**src/cnms_pkg.sv**
```systemverilog
// Shared types, constants and calendar helpers for the cron next-match search.
// No dependencies.
package cnms_pkg;

   localparam int SEARCH_DAYS  = 1832;
   localparam int ELAPSED_W    = $clog2(SEARCH_DAYS + 2);
   localparam int YEAR_W       = 13;
   localparam int CYEAR_W      = 14;
   localparam int YEAR_BIAS    = 400;
   localparam int MAX_OUT_YEAR = 8191;
   localparam int ACC_W        = 14;
   localparam int CSR_DATA_W   = 64;
   localparam int CSR_INDEX_W  = 3;
   localparam int STEP_W       = 3;
   localparam int REDUCE_STEPS = 5;   // 400 << 4 covers a biased 13-bit year
   localparam int MOD7_STEPS   = 7;   // 7 << 6 covers the weekday sum

   localparam logic [CSR_INDEX_W-1:0] REG_MINUTE_MASK  = 3'd0;
   localparam logic [CSR_INDEX_W-1:0] REG_HOUR_MASK    = 3'd1;
   localparam logic [CSR_INDEX_W-1:0] REG_MDAY_MASK    = 3'd2;
   localparam logic [CSR_INDEX_W-1:0] REG_MONTH_MASK   = 3'd3;
   localparam logic [CSR_INDEX_W-1:0] REG_WDAY_MASK    = 3'd4;
   localparam logic [CSR_INDEX_W-1:0] REG_MDAY_LIMITED = 3'd5;
   localparam logic [CSR_INDEX_W-1:0] REG_WDAY_LIMITED = 3'd6;

   typedef struct packed {
      logic [59:0] minute_mask;
      logic [23:0] hour_mask;
      logic [31:0] mday_mask;
      logic [12:0] month_mask;
      logic [6:0]  wday_mask;
      logic        mday_limited;
      logic        wday_limited;
   } cfg_type;

   typedef struct packed {
      logic              load;
      logic              reduce;
      logic              prep;
      logic              mod7;
      logic              first;
      logic              search;
      logic [STEP_W-1:0] step;
   } cmd_type;

   typedef struct packed {
      logic search_done;
   } status_type;

   function automatic logic is_leap(input logic [8:0] m400);
      is_leap = (m400[1:0] == 2'd0) && (m400 != 9'd100) && (m400 != 9'd200)
                && (m400 != 9'd300);
   endfunction

   function automatic logic [4:0] month_len(input logic [3:0] m, input logic leap);
      case (m) inside
         4'd2:                   month_len = leap ? 5'd29 : 5'd28;
         4'd4, 4'd6, 4'd9, 4'd11: month_len = 5'd30;
         default:                month_len = 5'd31;
      endcase
   endfunction

   // month offsets of the weekday formula, Sunday = 0
   function automatic logic [2:0] wday_offset(input logic [3:0] m);
      case (m)
         4'd1:    wday_offset = 3'd0;
         4'd2:    wday_offset = 3'd3;
         4'd3:    wday_offset = 3'd2;
         4'd4:    wday_offset = 3'd5;
         4'd5:    wday_offset = 3'd0;
         4'd6:    wday_offset = 3'd3;
         4'd7:    wday_offset = 3'd5;
         4'd8:    wday_offset = 3'd1;
         4'd9:    wday_offset = 3'd4;
         4'd10:   wday_offset = 3'd6;
         4'd11:   wday_offset = 3'd2;
         default: wday_offset = 3'd4;
      endcase
   endfunction

endpackage

```
**src/cron_next_match_search.sv**
```systemverilog
// Cron next-match search: first minute after a start time that passes the masks.
// Setup steps reduce the year mod 400 and the weekday sum mod 7; the search then
// checks candidate days in turn, retrying from the next allowed hour inside a day
// when an hour has no minute left, until a match or the end of the search window.
// One request at a time: the next is taken once the result beat has left.
// Synchronous active-high reset: idle, masks back to all-allowed, flags clear.
module cron_next_match_search (
   input  logic                                clock,
   input  logic                                reset,
   input  logic                                req_valid,
   output logic                                req_stall,
   input  logic [cnms_pkg::YEAR_W-1:0]         req_in_year,
   input  logic [3:0]                          req_in_month,
   input  logic [4:0]                          req_in_day,
   input  logic [4:0]                          req_in_hour,
   input  logic [5:0]                          req_in_minute,
   output logic                                rsp_valid,
   input  logic                                rsp_stall,
   output logic                                rsp_found,
   output logic [cnms_pkg::YEAR_W-1:0]         rsp_out_year,
   output logic [3:0]                          rsp_out_month,
   output logic [4:0]                          rsp_out_day,
   output logic [4:0]                          rsp_out_hour,
   output logic [5:0]                          rsp_out_minute,
   input  logic                                csr_valid,
   output logic                                csr_ready,
   input  logic [cnms_pkg::CSR_INDEX_W-1:0]    csr_index,
   input  logic [cnms_pkg::CSR_DATA_W-1:0]     csr_data
);
   import cnms_pkg::*;

   cfg_type    cfg;
   cmd_type    cmd;
   status_type status;

   assign csr_ready = 1'b1;

   cnms_csr u_csr (
      .clock     (clock),
      .reset     (reset),
      .csr_valid (csr_valid),
      .csr_index (csr_index),
      .csr_data  (csr_data),
      .cfg       (cfg)
   );

   cnms_ctrl u_ctrl (
      .clock     (clock),
      .reset     (reset),
      .req_valid (req_valid),
      .req_stall (req_stall),
      .rsp_valid (rsp_valid),
      .rsp_stall (rsp_stall),
      .status    (status),
      .cmd       (cmd)
   );

   cnms_dp u_dp (
      .clock      (clock),
      .cmd        (cmd),
      .status     (status),
      .cfg        (cfg),
      .in_year    (req_in_year),
      .in_month   (req_in_month),
      .in_day     (req_in_day),
      .in_hour    (req_in_hour),
      .in_minute  (req_in_minute),
      .found      (rsp_found),
      .out_year   (rsp_out_year),
      .out_month  (rsp_out_month),
      .out_day    (rsp_out_day),
      .out_hour   (rsp_out_hour),
      .out_minute (rsp_out_minute)
   );

endmodule

```
**src/cnms_csr.sv**
```systemverilog
// Configuration registers of the cron next-match search.
// Depends on cnms_pkg.
module cnms_csr (
   input  logic                                clock,
   input  logic                                reset,
   input  logic                                csr_valid,
   input  logic [cnms_pkg::CSR_INDEX_W-1:0]    csr_index,
   input  logic [cnms_pkg::CSR_DATA_W-1:0]     csr_data,
   output cnms_pkg::cfg_type                   cfg
);
   import cnms_pkg::*;

   cfg_type cfg_ff;
   cfg_type cfg_in;

   always_comb begin
      cfg_in = cfg_ff;
      if (csr_valid) begin
         case (csr_index)
            REG_MINUTE_MASK:  cfg_in.minute_mask  = csr_data[59:0];
            REG_HOUR_MASK:    cfg_in.hour_mask    = csr_data[23:0];
            REG_MDAY_MASK:    cfg_in.mday_mask    = csr_data[31:0];
            REG_MONTH_MASK:   cfg_in.month_mask   = csr_data[12:0];
            REG_WDAY_MASK:    cfg_in.wday_mask    = csr_data[6:0];
            REG_MDAY_LIMITED: cfg_in.mday_limited = csr_data[0];
            REG_WDAY_LIMITED: cfg_in.wday_limited = csr_data[0];
            default:          cfg_in = cfg_ff;
         endcase
      end
   end

   always_ff @(posedge clock) begin
      if (reset) begin
         cfg_ff.minute_mask  <= {60{1'b1}};
         cfg_ff.hour_mask    <= {24{1'b1}};
         cfg_ff.mday_mask    <= 32'hFFFF_FFFE;
         cfg_ff.month_mask   <= 13'h1FFE;
         cfg_ff.wday_mask    <= 7'h7F;
         cfg_ff.mday_limited <= 1'b0;
         cfg_ff.wday_limited <= 1'b0;
      end else begin
         cfg_ff <= cfg_in;
      end
   end

   assign cfg = cfg_ff;

endmodule

```
**src/cnms_ctrl.sv**
```systemverilog
// Sequencer of the cron next-match search: setup steps, search, result hold.
// Depends on cnms_pkg.
module cnms_ctrl (
   input  logic                   clock,
   input  logic                   reset,
   input  logic                   req_valid,
   output logic                   req_stall,
   output logic                   rsp_valid,
   input  logic                   rsp_stall,
   input  cnms_pkg::status_type   status,
   output cnms_pkg::cmd_type      cmd
);
   import cnms_pkg::*;

   typedef enum logic [6:0] {
      ST_IDLE   = 7'b0000001,
      ST_REDUCE = 7'b0000010,
      ST_PREP   = 7'b0000100,
      ST_MOD7   = 7'b0001000,
      ST_FIRST  = 7'b0010000,
      ST_SEARCH = 7'b0100000,
      ST_DONE   = 7'b1000000
   } state_type;

   state_type         state_ff, state_in;
   logic [STEP_W-1:0] step_ff, step_in;

   always_comb begin
      state_in = state_ff;
      step_in  = step_ff;
      case (state_ff)
         ST_IDLE: begin
            if (req_valid) begin
               state_in = ST_REDUCE;
               step_in  = STEP_W'(REDUCE_STEPS - 1);
            end
         end
         ST_REDUCE: begin
            if (step_ff == '0) state_in = ST_PREP;
            else               step_in  = step_ff - 1'b1;
         end
         ST_PREP: begin
            state_in = ST_MOD7;
            step_in  = STEP_W'(MOD7_STEPS - 1);
         end
         ST_MOD7: begin
            if (step_ff == '0) state_in = ST_FIRST;
            else               step_in  = step_ff - 1'b1;
         end
         ST_FIRST:  state_in = ST_SEARCH;
         ST_SEARCH: if (status.search_done) state_in = ST_DONE;
         ST_DONE:   if (!rsp_stall) state_in = ST_IDLE;
         default:   state_in = ST_IDLE;
      endcase
   end

   always_ff @(posedge clock) begin
      if (reset) begin
         state_ff <= ST_IDLE;
         step_ff  <= '0;
      end else begin
         state_ff <= state_in;
         step_ff  <= step_in;
      end
   end

   always_comb begin
      cmd.load   = (state_ff == ST_IDLE) && req_valid;
      cmd.reduce = (state_ff == ST_REDUCE);
      cmd.prep   = (state_ff == ST_PREP);
      cmd.mod7   = (state_ff == ST_MOD7);
      cmd.first  = (state_ff == ST_FIRST);
      cmd.search = (state_ff == ST_SEARCH);
      cmd.step   = step_ff;
   end

   assign req_stall = (state_ff != ST_IDLE);
   assign rsp_valid = (state_ff == ST_DONE);

endmodule

```
**src/cnms_dp.sv**
```systemverilog
// Datapath of the cron next-match search: date registers, weekday setup,
// one-day-per-cycle candidate evaluation (a day is held while hours are retried) and result registers.
// Depends on cnms_pkg.
module cnms_dp (
   input  logic                          clock,
   input  cnms_pkg::cmd_type             cmd,
   output cnms_pkg::status_type          status,
   input  cnms_pkg::cfg_type             cfg,
   input  logic [cnms_pkg::YEAR_W-1:0]   in_year,
   input  logic [3:0]                    in_month,
   input  logic [4:0]                    in_day,
   input  logic [4:0]                    in_hour,
   input  logic [5:0]                    in_minute,
   output logic                          found,
   output logic [cnms_pkg::YEAR_W-1:0]   out_year,
   output logic [3:0]                    out_month,
   output logic [4:0]                    out_day,
   output logic [4:0]                    out_hour,
   output logic [5:0]                    out_minute
);
   import cnms_pkg::*;

   function automatic logic [5:0] first_hour(input logic [23:0] mask, input logic [4:0] from);
      logic [5:0] r;
      r = '0;
      for (int v = 23; v >= 0; v--) begin
         if (5'(v) >= from && mask[v]) r = {1'b1, 5'(v)};
      end
      return r;
   endfunction

   function automatic logic [6:0] first_minute(input logic [59:0] mask,
                                               input logic [5:0] from);
      logic [6:0] r;
      r = '0;
      for (int v = 59; v >= 0; v--) begin
         if (6'(v) >= from && mask[v]) r = {1'b1, 6'(v)};
      end
      return r;
   endfunction

   logic [CYEAR_W-1:0]   year_ff, year_in;
   logic [3:0]           month_ff, month_in;
   logic [4:0]           day_ff, day_in;
   logic [4:0]           hour_ff, hour_in;
   logic [5:0]           minute_ff, minute_in;
   logic [ACC_W-1:0]     acc_ff, acc_in;
   logic [8:0]           m400_ff, m400_in;
   logic [2:0]           wday_ff, wday_in;
   logic [ELAPSED_W-1:0] elapsed_ff, elapsed_in;
   logic                 res_found_ff, res_found_in;
   logic [YEAR_W-1:0]    res_year_ff, res_year_in;
   logic [3:0]           res_month_ff, res_month_in;
   logic [4:0]           res_day_ff, res_day_in;
   logic [4:0]           res_hour_ff, res_hour_in;
   logic [5:0]           res_minute_ff, res_minute_in;

   // next calendar day from the current one
   logic [CYEAR_W-1:0]   nd_year;
   logic [3:0]           nd_month;
   logic [4:0]           nd_day;
   logic [8:0]           nd_m400;
   logic [2:0]           nd_wday;
   logic [4:0]           cur_len;

   always_comb begin
      cur_len  = month_len(month_ff, is_leap(m400_ff));
      nd_year  = year_ff;
      nd_month = month_ff;
      nd_m400  = m400_ff;
      nd_day   = day_ff + 5'd1;
      if (day_ff >= cur_len) begin
         nd_day = 5'd1;
         if (month_ff >= 4'd12) begin
            nd_month = 4'd1;
            nd_year  = year_ff + 1'b1;
            nd_m400  = (m400_ff == 9'd399) ? 9'd0 : m400_ff + 9'd1;
         end else begin
            nd_month = month_ff + 4'd1;
         end
      end
      nd_wday = (wday_ff == 3'd6) ? 3'd0 : wday_ff + 3'd1;
   end

   // setup arithmetic
   logic [ACC_W-1:0] thr;
   logic [8:0]       r400, rp;
   logic [4:0]       plen, dclamp;
   logic [1:0]       c100;
   logic [9:0]       wsum;

   always_comb begin
      thr    = cmd.reduce ? (ACC_W'(YEAR_BIAS) << cmd.step) : (ACC_W'(7) << cmd.step);
      r400   = acc_ff[8:0];
      plen   = month_len(month_ff, is_leap(r400));
      dclamp = (day_ff == 5'd0) ? 5'd1 : (day_ff > plen) ? plen : day_ff;
      // Jan and Feb count in the previous year
      rp     = (month_ff <= 4'd2) ? ((r400 == 9'd0) ? 9'd399 : r400 - 9'd1) : r400;
      c100   = (rp >= 9'd300) ? 2'd3 : (rp >= 9'd200) ? 2'd2 : (rp >= 9'd100) ? 2'd1 : 2'd0;
      // the 400-year part contributes a multiple of seven and drops out
      wsum   = 10'(rp) + 10'(rp[8:2]) + 10'(wday_offset(month_ff)) + 10'(dclamp)
               - 10'(c100);
   end

   // candidate evaluation
   logic       exhausted, month_ok, dom_ok, dow_ok, day_ok;
   logic [5:0] hsel;
   logic [6:0] msel;
   logic [5:0] mstart;
   logic       year_fits;

   always_comb begin
      exhausted = elapsed_ff > ELAPSED_W'(SEARCH_DAYS);
      month_ok  = cfg.month_mask[month_ff];
      dom_ok    = cfg.mday_mask[day_ff];
      dow_ok    = cfg.wday_mask[wday_ff];
      case ({cfg.mday_limited, cfg.wday_limited})
         2'b00:   day_ok = 1'b1;
         2'b01:   day_ok = dow_ok;
         2'b10:   day_ok = dom_ok;
         default: day_ok = dom_ok || dow_ok;
      endcase
      hsel      = first_hour(cfg.hour_mask, hour_ff);
      mstart    = (hsel[4:0] == hour_ff) ? minute_ff : 6'd0;
      msel      = first_minute(cfg.minute_mask, mstart);
      year_fits = year_ff <= CYEAR_W'(MAX_OUT_YEAR);
   end

   assign status.search_done = cmd.search &&
                               (exhausted || (month_ok && day_ok && hsel[5] && msel[6]));

   always_comb begin
      year_in       = year_ff;
      month_in      = month_ff;
      day_in        = day_ff;
      hour_in       = hour_ff;
      minute_in     = minute_ff;
      acc_in        = acc_ff;
      m400_in       = m400_ff;
      wday_in       = wday_ff;
      elapsed_in    = elapsed_ff;
      res_found_in  = res_found_ff;
      res_year_in   = res_year_ff;
      res_month_in  = res_month_ff;
      res_day_in    = res_day_ff;
      res_hour_in   = res_hour_ff;
      res_minute_in = res_minute_ff;

      if (cmd.load) begin
         year_in    = CYEAR_W'(in_year);
         month_in   = (in_month == 4'd0) ? 4'd1 : (in_month > 4'd12) ? 4'd12 : in_month;
         day_in     = in_day;
         hour_in    = (in_hour > 5'd23) ? 5'd23 : in_hour;
         minute_in  = (in_minute > 6'd59) ? 6'd59 : in_minute;
         acc_in     = ACC_W'(in_year) + ACC_W'(YEAR_BIAS);
         elapsed_in = '0;
      end else if (cmd.reduce || cmd.mod7) begin
         if (acc_ff >= thr) acc_in = acc_ff - thr;
      end else if (cmd.prep) begin
         m400_in = r400;
         day_in  = dclamp;
         acc_in  = ACC_W'(wsum);
      end else if (cmd.first) begin
         wday_in = acc_ff[2:0];
         if (minute_ff != 6'd59) begin
            minute_in = minute_ff + 6'd1;
         end else if (hour_ff != 5'd23) begin
            minute_in = 6'd0;
            hour_in   = hour_ff + 5'd1;
         end else begin
            year_in    = nd_year;
            month_in   = nd_month;
            day_in     = nd_day;
            m400_in    = nd_m400;
            wday_in    = (acc_ff[2:0] == 3'd6) ? 3'd0 : acc_ff[2:0] + 3'd1;
            elapsed_in = elapsed_ff + 1'b1;
            hour_in    = 5'd0;
            minute_in  = 6'd0;
         end
      end else if (cmd.search) begin
         if (exhausted) begin
            res_found_in  = 1'b0;
            res_year_in   = '0;
            res_month_in  = '0;
            res_day_in    = '0;
            res_hour_in   = '0;
            res_minute_in = '0;
         end else if (!month_ok || !day_ok || !hsel[5] ||
                      (!msel[6] && hsel[4:0] == 5'd23)) begin
            year_in    = nd_year;
            month_in   = nd_month;
            day_in     = nd_day;
            m400_in    = nd_m400;
            wday_in    = nd_wday;
            elapsed_in = elapsed_ff + 1'b1;
            hour_in    = 5'd0;
            minute_in  = 6'd0;
         end else if (msel[6]) begin
            res_found_in  = year_fits;
            res_year_in   = year_fits ? year_ff[YEAR_W-1:0] : '0;
            res_month_in  = year_fits ? month_ff : 4'd0;
            res_day_in    = year_fits ? day_ff : 5'd0;
            res_hour_in   = year_fits ? hsel[4:0] : 5'd0;
            res_minute_in = year_fits ? msel[5:0] : 6'd0;
         end else begin
            // hour has no minute left: retry from the next hour
            hour_in   = hsel[4:0] + 5'd1;
            minute_in = 6'd0;
         end
      end
   end

   always_ff @(posedge clock) begin
      year_ff       <= year_in;
      month_ff      <= month_in;
      day_ff        <= day_in;
      hour_ff       <= hour_in;
      minute_ff     <= minute_in;
      acc_ff        <= acc_in;
      m400_ff       <= m400_in;
      wday_ff       <= wday_in;
      elapsed_ff    <= elapsed_in;
      res_found_ff  <= res_found_in;
      res_year_ff   <= res_year_in;
      res_month_ff  <= res_month_in;
      res_day_ff    <= res_day_in;
      res_hour_ff   <= res_hour_in;
      res_minute_ff <= res_minute_in;
   end

   assign found      = res_found_ff;
   assign out_year   = res_year_ff;
   assign out_month  = res_month_ff;
   assign out_day    = res_day_ff;
   assign out_hour   = res_hour_ff;
   assign out_minute = res_minute_ff;

endmodule

```
**config.mk**
```make
export PLATFORM = sky130hd
export DESIGN_NAME = cron_next_match_search
export DESIGN_NICKNAME = d
export VERILOG_FILES = /design/src/cnms_pkg.sv /design/src/cron_next_match_search.sv /design/src/cnms_csr.sv /design/src/cnms_ctrl.sv /design/src/cnms_dp.sv
export SDC_FILE = /design/constraint.sdc
export NUM_CORES = 1
export LEC_CHECK = 0
export BUFFER_PORTS_ARGS = -buffer_cell sky130_fd_sc_hd__buf_2
export CORE_ASPECT_RATIO = 0.5
export CORE_MARGIN = 3
export CORE_UTILIZATION = 42
export CTS_CLUSTER_DIAMETER = 60
export DETAILED_ROUTE_END_ITERATION = 7
export GPL_ROUTABILITY_DRIVEN = 0
export HOLD_SLACK_MARGIN = 0.1
export PLACE_DENSITY = 0.61
export SETUP_SLACK_MARGIN = 0.02
export SLEW_MARGIN = 0
export SYNTH_ARGS = -nofsm -noshare
export SYNTH_HDL_FRONTEND = slang
export SYNTH_SLANG_ARGS = --single-unit
```
**constraint.sdc**
```tcl
create_clock -name clock -period 8.1 [get_ports clock]
set_input_delay 0.405 -clock clock [delete_from_list [all_inputs] [get_ports clock]]
set_output_delay 0.405 -clock clock [all_outputs]
set_load 0.1 [all_outputs]
```
==> results.sh <==
export IMPL_status="completed"
export IMPL_via_per_inst=5.71
export IMPL_path_max_fanout=10
export IMPL_p_per_area_nw_per_um2=323
export IMPL_grt_max_degree=112
export IMPL_cts_resized_gates=0
export IMPL_grt_ovfl_total=0
export IMPL_ir_drop_v=0.000344
export IMPL_synth_top_area_share_pct=19.2
export IMPL_wl_met3_mm=2.86
export IMPL_start_util_pct=43.1
export IMPL_fin_crit_ns=7.20
export IMPL_die_y_microns=148
export IMPL_route_met2_wl_mm=23.3
export IMPL_wl_per_cell_microns=18.6
export IMPL_synth_top_cell_by_area="dfxtp_1"
export IMPL_cellLeakagePower_nw=7.88
export IMPL_num_io_pins=142
export IMPL_drtPass1Iterations=5
export IMPL_avgSynthCellArea_sq_um=8.19
export IMPL_antenna_found_initial=1
export IMPL_vias=15600
export IMPL_crit_path_start_kind="flop"
export IMPL_finalSetupViolations=0
export IMPL_grt_pass1_vias=14700
export IMPL_cts_setup_buffers=0
export IMPL_route_detailed_drc=0
export IMPL_timing_hold_ws_ns=0.141
export IMPL_syn_inst=2071
export IMPL_clock_latency_ns=0.56
export IMPL_ys_flop_type="dfxtp_1"
export IMPL_ys_async_sr_fraction_pct=0
export IMPL_rsz0062_at_grt="false"
export IMPL_numPortBuffers=136
export IMPL_hold_viol_final=0
export IMPL_ys_types=96
export IMPL_fillers=3777
export IMPL_cts_tree="yes"
export IMPL_tightest_slew_ns=1.16
export IMPL_cts_buffers=27
export IMPL_ctsHoldBuffers=36
export IMPL_wl_met1_mm=23.2
export IMPL_nets=2368
export IMPL_clock_sinks=256
export IMPL_ant_nets=0
export IMPL_synth_area_leaders="dfxtp_1 (19%), edfxtp_1 (16%), nand2_1 (8.8%)"
export IMPL_row_count=51
export IMPL_maxCapViolCount=0
export IMPL_syn_area_sq_um=17000
export IMPL_max_freq_mhz=139
export IMPL_critPathCaptureType="flop"
export IMPL_hold_class="in -> reg"
export IMPL_h_tree_depth=1
export IMPL_layout_drive_gt1_share_pct=12.1
export IMPL_critPathKind="reg -> reg"
export IMPL_cts_root_buf="clkbuf_16"
export IMPL_track_usage_pct=23.1
export IMPL_area_growth_pct=13.7
export IMPL_drv_slew=0
export IMPL_tns_ns=0
export IMPL_top_layer="met4"
export IMPL_die_w_microns=290
export IMPL_worst_ep_arrival_time_ns=7.50
export IMPL_ys_seq_elements=256
export IMPL_r2r_slack_ns=0.90
export IMPL_ys_warn_count=0
export IMPL_skew_ns=0.0161
export IMPL_period_share_pct=88.9
export IMPL_core_area_sq_um=39400
export IMPL_mostFrequentLayoutCells="nand2_1 (398), nor2_1 (167), dfxtp_1 (163)"
export IMPL_ys_seq_area_share_pct=35.7
export IMPL_critPathRequiredTime_ns=8.40
export IMPL_cts_path_max_buffers=3
export IMPL_final_common_cell="nand2_1"
export IMPL_grt_pass1_wl_mm=81.1
export IMPL_first_iter_violations=1256
export IMPL_relSlewSlack_pct=22.6
export IMPL_syn_nets=2259
export IMPL_synth_edf_count=93
export IMPL_wirelength_mm=50.7
export IMPL_dp_final_hpwl_mm=36.5
export IMPL_clk_pin_slew_ns=0.07
export IMPL_die_area_sq_um=43000
[layout make-up]
cell class	count	area, sq um	area share, %
Tap cell	530	663	3.44
Inverter	97	364	1.89
Multi-Input combinational cell	1606	10100	52.4
Clock buffer	31	711	3.68
Sequential cell	256	6060	31.4
Antenna cell	1	2.50	0.0130
Timing Repair Buffer	192	1190	6.19
Clock inverter	18	185	0.960
[kinds of logic after synthesis]
kind of cell | Yosys count | synth area share [%]
compound gates | 463 | 18.3
xor+xnor | 67 | 3.46
fa+ha+maj | 83 | 6.56
buf+inv | 209 | 4.90
flops | 256 | 35.7
mux | 24 | 2.39
other cells | 1 | 0.0221
simple gates | 968 | 28.6
[path summary, 6_finish.rpt]
check,from,endpoint,depth (start not counted)
max,u_dp.month_ff[0]$_DFFE_PN_,u_dp.acc_ff[9]$_DFFE_PP_,26
min,req_in_day[0],u_dp.day_ff[0]$_DFFE_PP_,2
max reg2reg,u_dp.month_ff[0]$_DFFE_PN_,u_dp.acc_ff[9]$_DFFE_PP_,26
min reg2reg,u_csr.cfg[22]$_SDFFE_PP0P_,u_csr.cfg[22]$_SDFFE_PP0P_,2
[layer usage]
metal | vias up | track usage [%]
met3 | 83 | 3.07
met4 | 0 | 6.36
met2 | 476 | 38.0
li1 | 7635 | -
met1 | 7412 | 32.0
met5 | - | 0
[through the flow]
| step | total power, mW | util (%) | area [sq um] | cells | worst slack [ns] |
|---|---|---|---|---|---|
| CTS | 6.23 | 49.0 | 19300 | 2730 | 0.888 |
| floorplan | 4.19 | - | 17000 | 2071 | 1.63 |
| finish | 6.23 | 49.0 | 19300 | 2731 | 0.903 |
| detailed placement | 4.92 | 45.8 | 18000 | 2645 | 0.906 |
| global route | 6.74 | 49.0 | 19300 | 2731 | 0.235 |
| global placement | 4.91 | 45.8 | 18000 | 2645 | 0.981 |
[power by group]
part / total, mW / switching (mW) / internal (mW)
logic: 3.20 / 1.87 / 1.33
registers: 1.75 / 0.213 / 1.53
clock network: 1.28 / 0.556 / 0.729
[synth_stat cells (all sizes together), types with 25 or more instances]
master / count
inv: 97
nand2b: 26
nand2: 398
and2: 25
nor2: 169
a21oi: 105
clkbuf: 90
o21ai: 115
nand3b: 125
dfxtp: 163
ha: 73
nor3: 37
a31oi: 26
nand3: 51
xnor2: 45
edfxtp: 93
[critical path: stages (launching register included)]
cell and delay, ns:
edfxtp_1 0.59, a211oi_1 0.91, nand2_1 0.24, or3_1 0.37, xnor2_1 0.22, nand2_1 0.22, or4_1 0.49, or3_1 0.31
nand3_1 0.11, nor2_1 0.08, fa_1 0.54, fa_1 0.45, fa_1 0.53, ha_1 0.17, inv_1 0.06, fa_1 0.40
inv_1 0.07, a21oi_1 0.06, o21ai_0 0.20, and2_1 0.17, o21ai_0 0.08, nand2b_1 0.11, a21o_1 0.13, a21oi_1 0.07
xnor2_1 0.13, o211ai_1 0.15, o21ai_0 0.09
[registers in the layout, indices dropped and copies added, names as in the netlist, 6 cells and up, named ones only]
name and cells:
u_dp.m400_ff 9, u_dp.elapsed_ff 11, u_dp.out_minute 6, u_dp.out_year 13
u_dp.year_ff 14, u_ctrl.state_ff 7, u_dp.minute_ff 6, u_dp.acc_ff 14
u_csr.cfg 138
(Power assumes the default switching activity.)
